$ cat src/rtl/core/c2p_pkg.sv
`default_nettype none
package c2p_pkg;

  localparam int MAX_WIDTH    = 4096;
  localparam int PLANE_COUNT  = 4;
  localparam int GROUP_PIXELS = 16;
  localparam int COLOR_W      = 8;
  localparam int COLOR_MAX    = 15;
  localparam int WIDTH_W      = 13;
  localparam int COL_W        = 12;
  localparam int POS_W        = $clog2(GROUP_PIXELS);

  typedef logic [WIDTH_W-1:0] width_t;
  typedef logic [COL_W-1:0]   col_t;
  typedef logic [POS_W-1:0]   pos_t;
  typedef logic [PLANE_COUNT-1:0][GROUP_PIXELS-1:0] planes_t;

  typedef struct packed {
    planes_t planes;
    logic    row_end;
    logic    image_end;
    logic    bad_pixel;
  } group_t;

  typedef struct packed {
    logic   valid;
    group_t grp;
  } group_beat_t;

endpackage
`default_nettype wire

$ cat src/rtl/core/c2p_pix_if.sv
`default_nettype none
interface c2p_pix_if;
  logic       valid;
  logic       ready;
  logic [7:0] pixel_color;
  logic       image_last;

  modport source (output valid, output pixel_color, output image_last, input ready);
  modport sink   (input valid, input pixel_color, input image_last, output ready);
endinterface
`default_nettype wire

$ cat src/rtl/core/c2p_grp_if.sv
`default_nettype none
interface c2p_grp_if;
  logic        valid;
  logic        ready;
  logic [15:0] plane0_word;
  logic [15:0] plane1_word;
  logic [15:0] plane2_word;
  logic [15:0] plane3_word;
  logic        row_end;
  logic        image_end;
  logic        bad_pixel;

  modport source (output valid, output plane0_word, output plane1_word, output plane2_word,
                  output plane3_word, output row_end, output image_end, output bad_pixel,
                  input ready);
  modport sink   (input valid, input plane0_word, input plane1_word, input plane2_word,
                  input plane3_word, input row_end, input image_end, input bad_pixel,
                  output ready);
endinterface
`default_nettype wire

$ cat src/rtl/core/c2p_cfg_if.sv
`default_nettype none
interface c2p_cfg_if;
  logic        valid;
  logic        ready;
  logic [12:0] image_width;

  modport source (output valid, output image_width, input ready);
  modport sink   (input valid, input image_width, output ready);
endinterface
`default_nettype wire

$ cat src/rtl/core/chunky_to_planar_packer.sv
// Chunky-to-planar packer, four interleaved bit planes.
// in_bus  : one indexed pixel per beat, row order, image_last on the last pixel.
// out_bus : one beat per group of 16 pixels (or fewer at row or image end),
//           four plane words with the leftmost pixel at bit 15, zero padded,
//           plus row_end, image_end and bad_pixel (a pixel above 15 in the group).
// cfg_bus : image_width write, always ready; write it only while idle.
//           0 acts as 1, values above 4096 act as 4096.
// Throughput: one pixel per cycle while in_bus.ready is high; the pack step is a single pass of
// bit-insert logic into the plane accumulators.
// The group beat is registered in the output buffer before it appears on out_bus;
// a stalled receiver can hold it in the second entry.
// A two-entry output buffer holds results while the receiver stalls; pixels
// keep flowing until both entries are full, then in_bus.ready drops.
// Reset (rst_n low, synchronous): width returns to 1, column, accumulators
// and error flag clear, output buffer empties.
`default_nettype none
module chunky_to_planar_packer
  import c2p_pkg::*;
(
  input  wire logic clk,
  input  wire logic rst_n,
  c2p_pix_if.sink   in_bus,
  c2p_grp_if.source out_bus,
  c2p_cfg_if.sink   cfg_bus
);

  width_t      image_width_r;
  logic        in_ready;
  logic        accept;
  group_beat_t res;
  group_t      out_grp;

  assign cfg_bus.ready = 1'b1;

  always_ff @(posedge clk) begin
    if (!rst_n) begin
      image_width_r <= WIDTH_W'(1);
    end else if (cfg_bus.valid) begin
      image_width_r <= cfg_bus.image_width;
    end
  end

  assign in_bus.ready = in_ready;
  assign accept       = in_bus.valid && in_ready;

  c2p_pack u_pack (
    .clk         (clk),
    .rst_n       (rst_n),
    .image_width (image_width_r),
    .accept      (accept),
    .pixel_color (in_bus.pixel_color),
    .image_last  (in_bus.image_last),
    .res         (res)
  );

  c2p_out_buf u_out_buf (
    .clk        (clk),
    .rst_n      (rst_n),
    .push       (res),
    .push_ready (in_ready),
    .out_valid  (out_bus.valid),
    .out_ready  (out_bus.ready),
    .out_grp    (out_grp)
  );

  assign out_bus.plane0_word = out_grp.planes[0];
  assign out_bus.plane1_word = out_grp.planes[1];
  assign out_bus.plane2_word = out_grp.planes[2];
  assign out_bus.plane3_word = out_grp.planes[3];
  assign out_bus.row_end     = out_grp.row_end;
  assign out_bus.image_end   = out_grp.image_end;
  assign out_bus.bad_pixel   = out_grp.bad_pixel;

  a_stall_needs_data: assert property (@(posedge clk) disable iff (!rst_n)
    !in_ready |-> out_bus.valid)
    else $error("input stalled with no pending result");

  a_result_from_beat: assert property (@(posedge clk) disable iff (!rst_n)
    res.valid |-> accept)
    else $error("result without accepted pixel");

  a_last_closes_group: assert property (@(posedge clk) disable iff (!rst_n)
    (accept && in_bus.image_last) |-> res.valid)
    else $error("image end did not close a group");

  a_image_end_row_end: assert property (@(posedge clk) disable iff (!rst_n)
    (res.valid && res.grp.image_end) |-> res.grp.row_end)
    else $error("image end without row end");

endmodule
`default_nettype wire

$ cat src/rtl/core/c2p_pack.sv
`default_nettype none
module c2p_pack
  import c2p_pkg::*;
(
  input  wire logic               clk,
  input  wire logic               rst_n,
  input  wire width_t             image_width,
  input  wire logic               accept,
  input  wire logic [COLOR_W-1:0] pixel_color,
  input  wire logic               image_last,
  output group_beat_t             res
);

  localparam width_t MAX_W = WIDTH_W'(MAX_WIDTH);
  localparam pos_t   LAST_POS = POS_W'(GROUP_PIXELS - 1);

  col_t    col_r, col_nxt;
  planes_t acc_r, acc_nxt;
  logic    err_r, err_nxt;

  width_t eff_width;
  pos_t   pos;
  pos_t   shift;
  logic   row_done;
  logic   group_done;
  logic [WIDTH_W-1:0] col_inc;

  always_comb begin
    if (image_width == '0) begin
      eff_width = WIDTH_W'(1);
    end else if (image_width > MAX_W) begin
      eff_width = MAX_W;
    end else begin
      eff_width = image_width;
    end
  end

  assign pos     = col_r[POS_W-1:0];
  assign shift   = LAST_POS - pos;
  assign col_inc = {1'b0, col_r} + WIDTH_W'(1);

  always_comb begin
    for (int p = 0; p < PLANE_COUNT; p++) begin
      acc_nxt[p] = acc_r[p] | (GROUP_PIXELS'(pixel_color[p]) << shift);
    end
  end

  assign err_nxt    = err_r || (pixel_color > COLOR_W'(COLOR_MAX));
  assign row_done   = (col_inc >= eff_width) || image_last;
  assign group_done = row_done || (pos == LAST_POS);
  assign col_nxt    = row_done ? '0 : col_inc[COL_W-1:0];

  always_ff @(posedge clk) begin
    if (!rst_n) begin
      col_r <= '0;
      acc_r <= '0;
      err_r <= 1'b0;
    end else if (accept) begin
      col_r <= col_nxt;
      if (group_done) begin
        acc_r <= '0;
        err_r <= 1'b0;
      end else begin
        acc_r <= acc_nxt;
        err_r <= err_nxt;
      end
    end
  end

  assign res.valid         = accept && group_done;
  assign res.grp.planes    = acc_nxt;
  assign res.grp.row_end   = row_done;
  assign res.grp.image_end = image_last;
  assign res.grp.bad_pixel = err_nxt;

endmodule
`default_nettype wire

$ cat src/rtl/core/c2p_out_buf.sv
`default_nettype none
module c2p_out_buf
  import c2p_pkg::*;
(
  input  wire logic        clk,
  input  wire logic        rst_n,
  input  wire group_beat_t push,
  output logic             push_ready,
  output logic             out_valid,
  input  wire logic        out_ready,
  output group_t           out_grp
);

  logic   out_v_r, skid_v_r;
  group_t out_r, skid_r;
  logic   pop;

  assign pop        = out_v_r && out_ready;
  assign push_ready = !skid_v_r;
  assign out_valid  = out_v_r;
  assign out_grp    = out_r;

  always_ff @(posedge clk) begin
    if (!rst_n) begin
      out_v_r  <= 1'b0;
      skid_v_r <= 1'b0;
    end else if (skid_v_r) begin
      if (pop) begin
        skid_v_r <= 1'b0;
      end
    end else if (push.valid && out_v_r && !pop) begin
      skid_v_r <= 1'b1;
    end else if (push.valid) begin
      out_v_r <= 1'b1;
    end else if (pop) begin
      out_v_r <= 1'b0;
    end
  end

  always_ff @(posedge clk) begin
    if (skid_v_r) begin
      if (pop) begin
        out_r <= skid_r;
      end
    end else if (push.valid && out_v_r && !pop) begin
      skid_r <= push.grp;
    end else if (push.valid) begin
      out_r <= push.grp;
    end
  end

endmodule
`default_nettype wire

$ cat src/flat_wrapper.sv
// flat-port wrapper written by rule: the top's interface ports become plain ports
module chunky_to_planar_packer_flat import c2p_pkg::*;
  (clk, rst_n, in_bus_valid, in_bus_pixel_color, in_bus_image_last, in_bus_ready, out_bus_valid, out_bus_plane0_word, out_bus_plane1_word, out_bus_plane2_word, out_bus_plane3_word, out_bus_row_end, out_bus_image_end, out_bus_bad_pixel, out_bus_ready, cfg_bus_valid, cfg_bus_image_width, cfg_bus_ready);
  c2p_pix_if in_bus_i ();
  c2p_grp_if out_bus_i ();
  c2p_cfg_if cfg_bus_i ();
  input  wire logic clk;
  input  wire logic rst_n;
  input wire logic [$bits(in_bus_i.valid)-1:0] in_bus_valid;
  input wire logic [$bits(in_bus_i.pixel_color)-1:0] in_bus_pixel_color;
  input wire logic [$bits(in_bus_i.image_last)-1:0] in_bus_image_last;
  output wire logic [$bits(in_bus_i.ready)-1:0] in_bus_ready;
  output wire logic [$bits(out_bus_i.valid)-1:0] out_bus_valid;
  output wire logic [$bits(out_bus_i.plane0_word)-1:0] out_bus_plane0_word;
  output wire logic [$bits(out_bus_i.plane1_word)-1:0] out_bus_plane1_word;
  output wire logic [$bits(out_bus_i.plane2_word)-1:0] out_bus_plane2_word;
  output wire logic [$bits(out_bus_i.plane3_word)-1:0] out_bus_plane3_word;
  output wire logic [$bits(out_bus_i.row_end)-1:0] out_bus_row_end;
  output wire logic [$bits(out_bus_i.image_end)-1:0] out_bus_image_end;
  output wire logic [$bits(out_bus_i.bad_pixel)-1:0] out_bus_bad_pixel;
  input wire logic [$bits(out_bus_i.ready)-1:0] out_bus_ready;
  input wire logic [$bits(cfg_bus_i.valid)-1:0] cfg_bus_valid;
  input wire logic [$bits(cfg_bus_i.image_width)-1:0] cfg_bus_image_width;
  output wire logic [$bits(cfg_bus_i.ready)-1:0] cfg_bus_ready;
  assign in_bus_i.valid = in_bus_valid;
  assign in_bus_i.pixel_color = in_bus_pixel_color;
  assign in_bus_i.image_last = in_bus_image_last;
  assign in_bus_ready = in_bus_i.ready;
  assign out_bus_valid = out_bus_i.valid;
  assign out_bus_plane0_word = out_bus_i.plane0_word;
  assign out_bus_plane1_word = out_bus_i.plane1_word;
  assign out_bus_plane2_word = out_bus_i.plane2_word;
  assign out_bus_plane3_word = out_bus_i.plane3_word;
  assign out_bus_row_end = out_bus_i.row_end;
  assign out_bus_image_end = out_bus_i.image_end;
  assign out_bus_bad_pixel = out_bus_i.bad_pixel;
  assign out_bus_i.ready = out_bus_ready;
  assign cfg_bus_i.valid = cfg_bus_valid;
  assign cfg_bus_i.image_width = cfg_bus_image_width;
  assign cfg_bus_ready = cfg_bus_i.ready;
  chunky_to_planar_packer u_core (.clk(clk), .rst_n(rst_n), .in_bus(in_bus_i), .out_bus(out_bus_i), .cfg_bus(cfg_bus_i));
endmodule
$ cat config.mk
export PLATFORM = sky130hd
export DESIGN_NAME = chunky_to_planar_packer_flat
export DESIGN_NICKNAME = d
export VERILOG_FILES = /design/src/rtl/core/c2p_pkg.sv /design/src/rtl/core/c2p_pix_if.sv /design/src/rtl/core/c2p_grp_if.sv /design/src/rtl/core/c2p_cfg_if.sv /design/src/rtl/core/chunky_to_planar_packer.sv /design/src/rtl/core/c2p_pack.sv /design/src/rtl/core/c2p_out_buf.sv /design/src/flat_wrapper.sv
export SDC_FILE = /design/constraint.sdc
export NUM_CORES = 1
export LEC_CHECK = 0
export ABC_CLOCK_PERIOD_IN_PS = 5690
export BUFFER_PORTS_ARGS = -buffer_cell sky130_fd_sc_hd__buf_4
export CORE_ASPECT_RATIO = 0.8
export CORE_UTILIZATION = 45
export DETAILED_ROUTE_END_ITERATION = 8
export GPL_ROUTABILITY_DRIVEN = 0
export PLACE_DENSITY = 0.75
export SYNTH_ARGS = -nofsm -noshare
export SYNTH_HDL_FRONTEND = slang
export SYNTH_HIERARCHICAL = 1
export SYNTH_SLANG_ARGS = --single-unit
$ cat constraint.sdc
create_clock -name clk -period 5.69 [get_ports clk]
set_input_delay 0.569 -clock clk [delete_from_list [all_inputs] [get_ports clk]]
set_output_delay 0.569 -clock clk [all_outputs]
set_load 0.01 [all_outputs]
# Word level (Yosys, flattened, before mapping)
# Index checks and enable logic that the tools add are counted.
# totals
ff_bits	226
input_bits	27
wordCells	71
# op_classes
addsub	2
order_cmp	3
n_eq_ne	3
shift	4
n_mux	14
bitwise_logic	6
n_reduce_logical	16
# ops
op	count
2-to-1 mux 67 bit	4
2-to-1 mux 64 bit	1
OR 16 bit	4
<< shifter 1 x 4 -> 16 bit	4
2-to-1 mux 13 bit	2
adder 12 x 1 -> 13 bit (second input constant)	1
>= comparator 13 bit	1
greater-than comparator 13 bit (second input constant)	1
logical NOT 13 bit	1
2-to-1 mux 12 bit	1
greater-than comparator 8 x 4 -> 1 bit (second input constant)	1
2-to-1 mux 1 bit	6
AND reduction 3 bit	2
logical AND 1 bit	5
equality test 4 bit (second input constant)	1
nonzero test 2 bit	2
subtractor 4 bit (first input constant)	1
logical OR 1 bit	3
logical NOT 1 bit	2
inequality test 2 x 1 -> 1 bit (second input constant)	1
inequality test 2 bit (second input constant)	1
inverter 1 bit	2
AND reduction 2 bit	1

# Depth between registers and ports, before layout
# depth
word_depth	11
mapped_depth	15

# Modules after synthesis
# Netlist, hierarchy kept.
# by_module_without_submodules
module	n_inst	cells_per_inst	area_per_inst_um2	seq_area_each_um2
c2p_out_buf	1	223	5004.8	4063.9
c2p_pack	1	532	4053.9	1541.5
chunky_to_planar_packer	1	45	521.8	260.2

# Worst setup path after synthesis
# OpenSTA, ideal clock, no wires.
# synth_timing
path_kind	register -> register
from	register u_core.u_pack.col_r[0]
to	register u_core.u_out_buf.out_r, in the netlist u_core/u_out_buf/out_grp[0] (enable)
t_arrival_ns	5.701
t_required_ns	5.176
path_slack_ns	-0.525
stages_incl_launch_ff	13
path_buffers	0
cell_sequence	dfxtp_1 ha_1 nand3_1 nor3_1 xor2_1 ha_1 nand4_1 a211oi_1 a2111oi_4 nand3_1 and2_1 mux2i_1 a21oi_1
# synth_lines
element	line_no	source
start, declared	c2p_pack.sv:17	col_t col_r, col_nxt;
start signal, assigned	c2p_pack.sv:59	col_r <= col_nxt;
end signal, assigned	c2p_out_buf.sv:43	out_r <= skid_r;
end signal, assigned	c2p_out_buf.sv:48	out_r <= push.grp;
end, declared	c2p_out_buf.sv:15	group_t out_r, skid_r;

==> metrics <==
deepest clock path buffer count=3; layout cell share with drive strength beyond 1=23.79%; initial antenna violation count=0; CTS resizes=0; largest net degree at the start of global routing=73; R2R depth=13; Die Area=0.02188 mm²; # rows=47; min Tclk post-route=4.974 ns; IO Count=97; worst-path cell chain=and4_1 > nand4_1 > nor2_1 > xnor2_1 > inv_1 > ha_1 > nand4_1 > a211oi_1 > a2111oi_4 > nand3_1 > and2_1 > and4_2 > buf_4; worst min-delay path class=in2reg; worst hold margin=0.2507 ns; slowest stage cell on the critical path=and4_2; Routed wire per std cell=16.76 µm; buffer count from post-CTS setup fixing=0; WP data arrival=5.14 ns; Clk Latency, worst-skew pair=0.50 ns; sequential fraction of the synthesis area=61.23%; DRC viols=0; MaxCap Viol Count=0; slowest cell delay on critical path=1.04 ns; Final Setup Violations=0; outcome=completed; WHS Path Cells=2; Synth Net Count=841; Area contributors post-synth=edfxtp_1 (42%), dfxtp_1 (19%), mux2_2 (7.1%); DP HPWL=12130 µm; Synth Area per Inst=11.98 µm²; Gate Count Post-Synth=800; RSZ-0062 raised after global routing=false; Sink Count=226; vias in the first global route=5719; clock-pin slew on the worst setup and hold paths=0.06 ns; Root Buffer=clkbuf_16; area grow syn2layout=15.88%; via count=6097; mapped cell area=0.009580 mm²; hold path start=out_bus_ready; Nets=912; total CTS buffers=23; r2r startpoint=u_core/u_pack/col_r[2]; vias per cell=5.274; CP Max Fanout=48; pwr dens=314.1 mW/mm²; DRT Pass-1 Iters=5; CTS tree=done; Slew headroom=21.03%; Die Wd=165.1 µm; Initial Utilization=46.15%; die height=132.5 µm; setup_tns=0 ns; first-pass GRT wire length=30660 µm; core area=0.02076 mm²; RR Endpoint=u_core/u_out_buf/skid_r[66]; cts hold-fix bufs=0; worst vdd ir=0.2127 mV; LEAKAGE=4.639 nW; Worst-Margin Slew=1.185 ns; crit path capture type=flop; Pwr Total=0.003487 W; DRT iter0 DRCs=491; fin. max-slew vios=0; final hold violation count=0; register bit count reported by yosys=226; Achievable Freq=201.0 MHz; Finished Layout Cells=1156; Yosys top cell area share=42.00%; drt total wl=19380 µm; H-tree depth=1; Overflow after GRT=0; # port buffers=95; Yosys warning count=6; GRT Util Overall=17.72%; # diodes=0; Worst Skew=0.01233 ns; synth unique cells=44; reg2reg setup slack=0.72 ns; cell taking the most area after synthesis=edfxtp_1; Worst path most repeated cell=nand4_1; Worst Hold Endpoint=u_core/u_out_buf/skid_v_r; Setup CP Type=reg2reg; Final period util=87.42%; startpoint types=flop; Critical Path RT=5.86 ns; DP Cell Count=1115; Final ANT Viol Nets=0
## Yosys cell counts, drive strengths merged
cell type and n:
nand4 8, nor4b 1, a2111oi 1, nand2 150, nor2 12, conb 1, edfxtp 134, nand3 6
and3 6, a21o 64, a211oi 4, o211ai 4, buf 22, a21boi 1, nor4 2, a31oi 3
o21ai 73, a41o 1, nor3 4, nor3b 5, and2 7, nand2b 8, inv 8, ha 14
and4 2, mux2 67, o31ai 2, nand3b 7, xnor2 6, mux2i 14, and3b 3, dfxtp 92
clkbuf 34, nor2b 21, a21oi 9, xor2 4
## flip-flops by register name, summed over array words and instances (netlist names)
register	cells
u_core/image_width_r	13
u_core/u_out_buf/skid_r	67
u_core/u_out_buf/out_valid	1
u_core/u_pack/err_r	1
u_core/u_out_buf/skid_v_r	1
u_core/u_pack/col_r	12
u_core/u_out_buf/out_grp	67
u_core/u_pack/acc_r	64
## placed cells by master, fill, tap and decap left out, types with 3 or more instances in the layout
cell and n:
a31oi_1 3, clkbuf_1 7, nor2_1 10, nand2b_1 8, nor3b_2 3, o21ai_1 11, dfxtp_1 91, buf_4 102
mux2_4 7, o211ai_1 4, nand3b_1 7, a21oi_1 8, a211oi_1 4, and3_1 6, mux2i_1 14, nor2b_1 21
o21ai_0 62, mux2_2 60, xnor2_1 6, clkbuf_8 5, edfxtp_1 134, inv_1 8, nand3_1 6, nor3_1 4
and2_1 7, nand4_1 8, and3b_1 3, ha_1 14, nand2_1 149, xor2_1 4, clkbuf_16 23, a21o_1 64
## critical path: cells and delay by family (launching register included)
kind	cells	cell delay, ns
and+or+nand+nor	7	2.46
xor gates and xnor gates	1	0.16
adders and majority gates	1	0.29
DFF	1	0.63
AOI/OAI and AO/OA	2	0.54
buffers and inverters	2	0.52
## cell type report
type / count / area (µm²)
fill: 1762 / 9657
multi-input combinational: 510 / 3388
clock buffer: 35 / 670.6
inverter: 8 / 30.03
timing repair buffer: 102 / 765.7
tap: 269 / 336.6
clock inverter: 6 / 41.29
sequential: 226 / 5869
## worst max path at each step
stage                                       from                           to  slack (ns)
after floorplan           u_core/u_pack/col_r[0]  u_core/u_out_buf/out_grp[0]        0.98
after global placement    u_core/u_pack/col_r[2]  u_core/u_out_buf/skid_r[62]        0.90
after detailed placement  u_core/u_pack/col_r[0]   u_core/u_out_buf/skid_r[0]        0.72
after CTS                 u_core/u_pack/col_r[0]  u_core/u_out_buf/skid_r[66]        0.70
after global routing      u_core/u_pack/col_r[0]  u_core/u_out_buf/skid_r[33]        0.26
final                     u_core/u_pack/col_r[2]  u_core/u_out_buf/skid_r[66]        0.72
## routing by layer
| metal | vias to the layer above | share of wire [%] | GRT usage, % |
|---|---|---|---|
| li1 | 2994 | - | - |
| met1 | 2934 | 51 | 27.71 |
| met2 | 142 | 43 | 25.34 |
| met3 | 27 | 5.1 | 3.072 |
| met4 | 0 | 1.8 | 3.976 |
| met5 | - | 0 | 0 |
## kinds of logic after synthesis
family          count (synthesis)  share of synthesized area (%)
xor+xnor                       10                         0.9142
fa+ha+maj                      14                          1.828
buf+inv                        64                          3.696
mux                            81                          9.612
flops                         226                          61.23
simple gates                  242                          11.94
other cells                     1                        0.03914
compound gates                162                          10.75
## through the flow
| step | setup slack, ns | util, % | instance area [µm²] |
|---|---|---|---|
| finish | 0.7156 | 53.48 | 11100 |
| global route | 0.2596 | 53.48 | 11100 |
| detailed placement | 0.7218 | 50.05 | 10390 |
| floorplan | 0.9807 | - | 9584 |
| global placement | 0.8980 | 50.05 | 10390 |
| CTS | 0.6987 | 53.48 | 11100 |
## report_power, final
group	switching, W	internal [W]	total (W)
clock	0.000598	0.000816	0.00141
combinational	0.000148	0.000106	0.000254
sequential	0.0000311	0.00179	0.00182
total	0.000777	0.00271	0.00349
No activity file was read; power rests on OpenSTA's default activity.
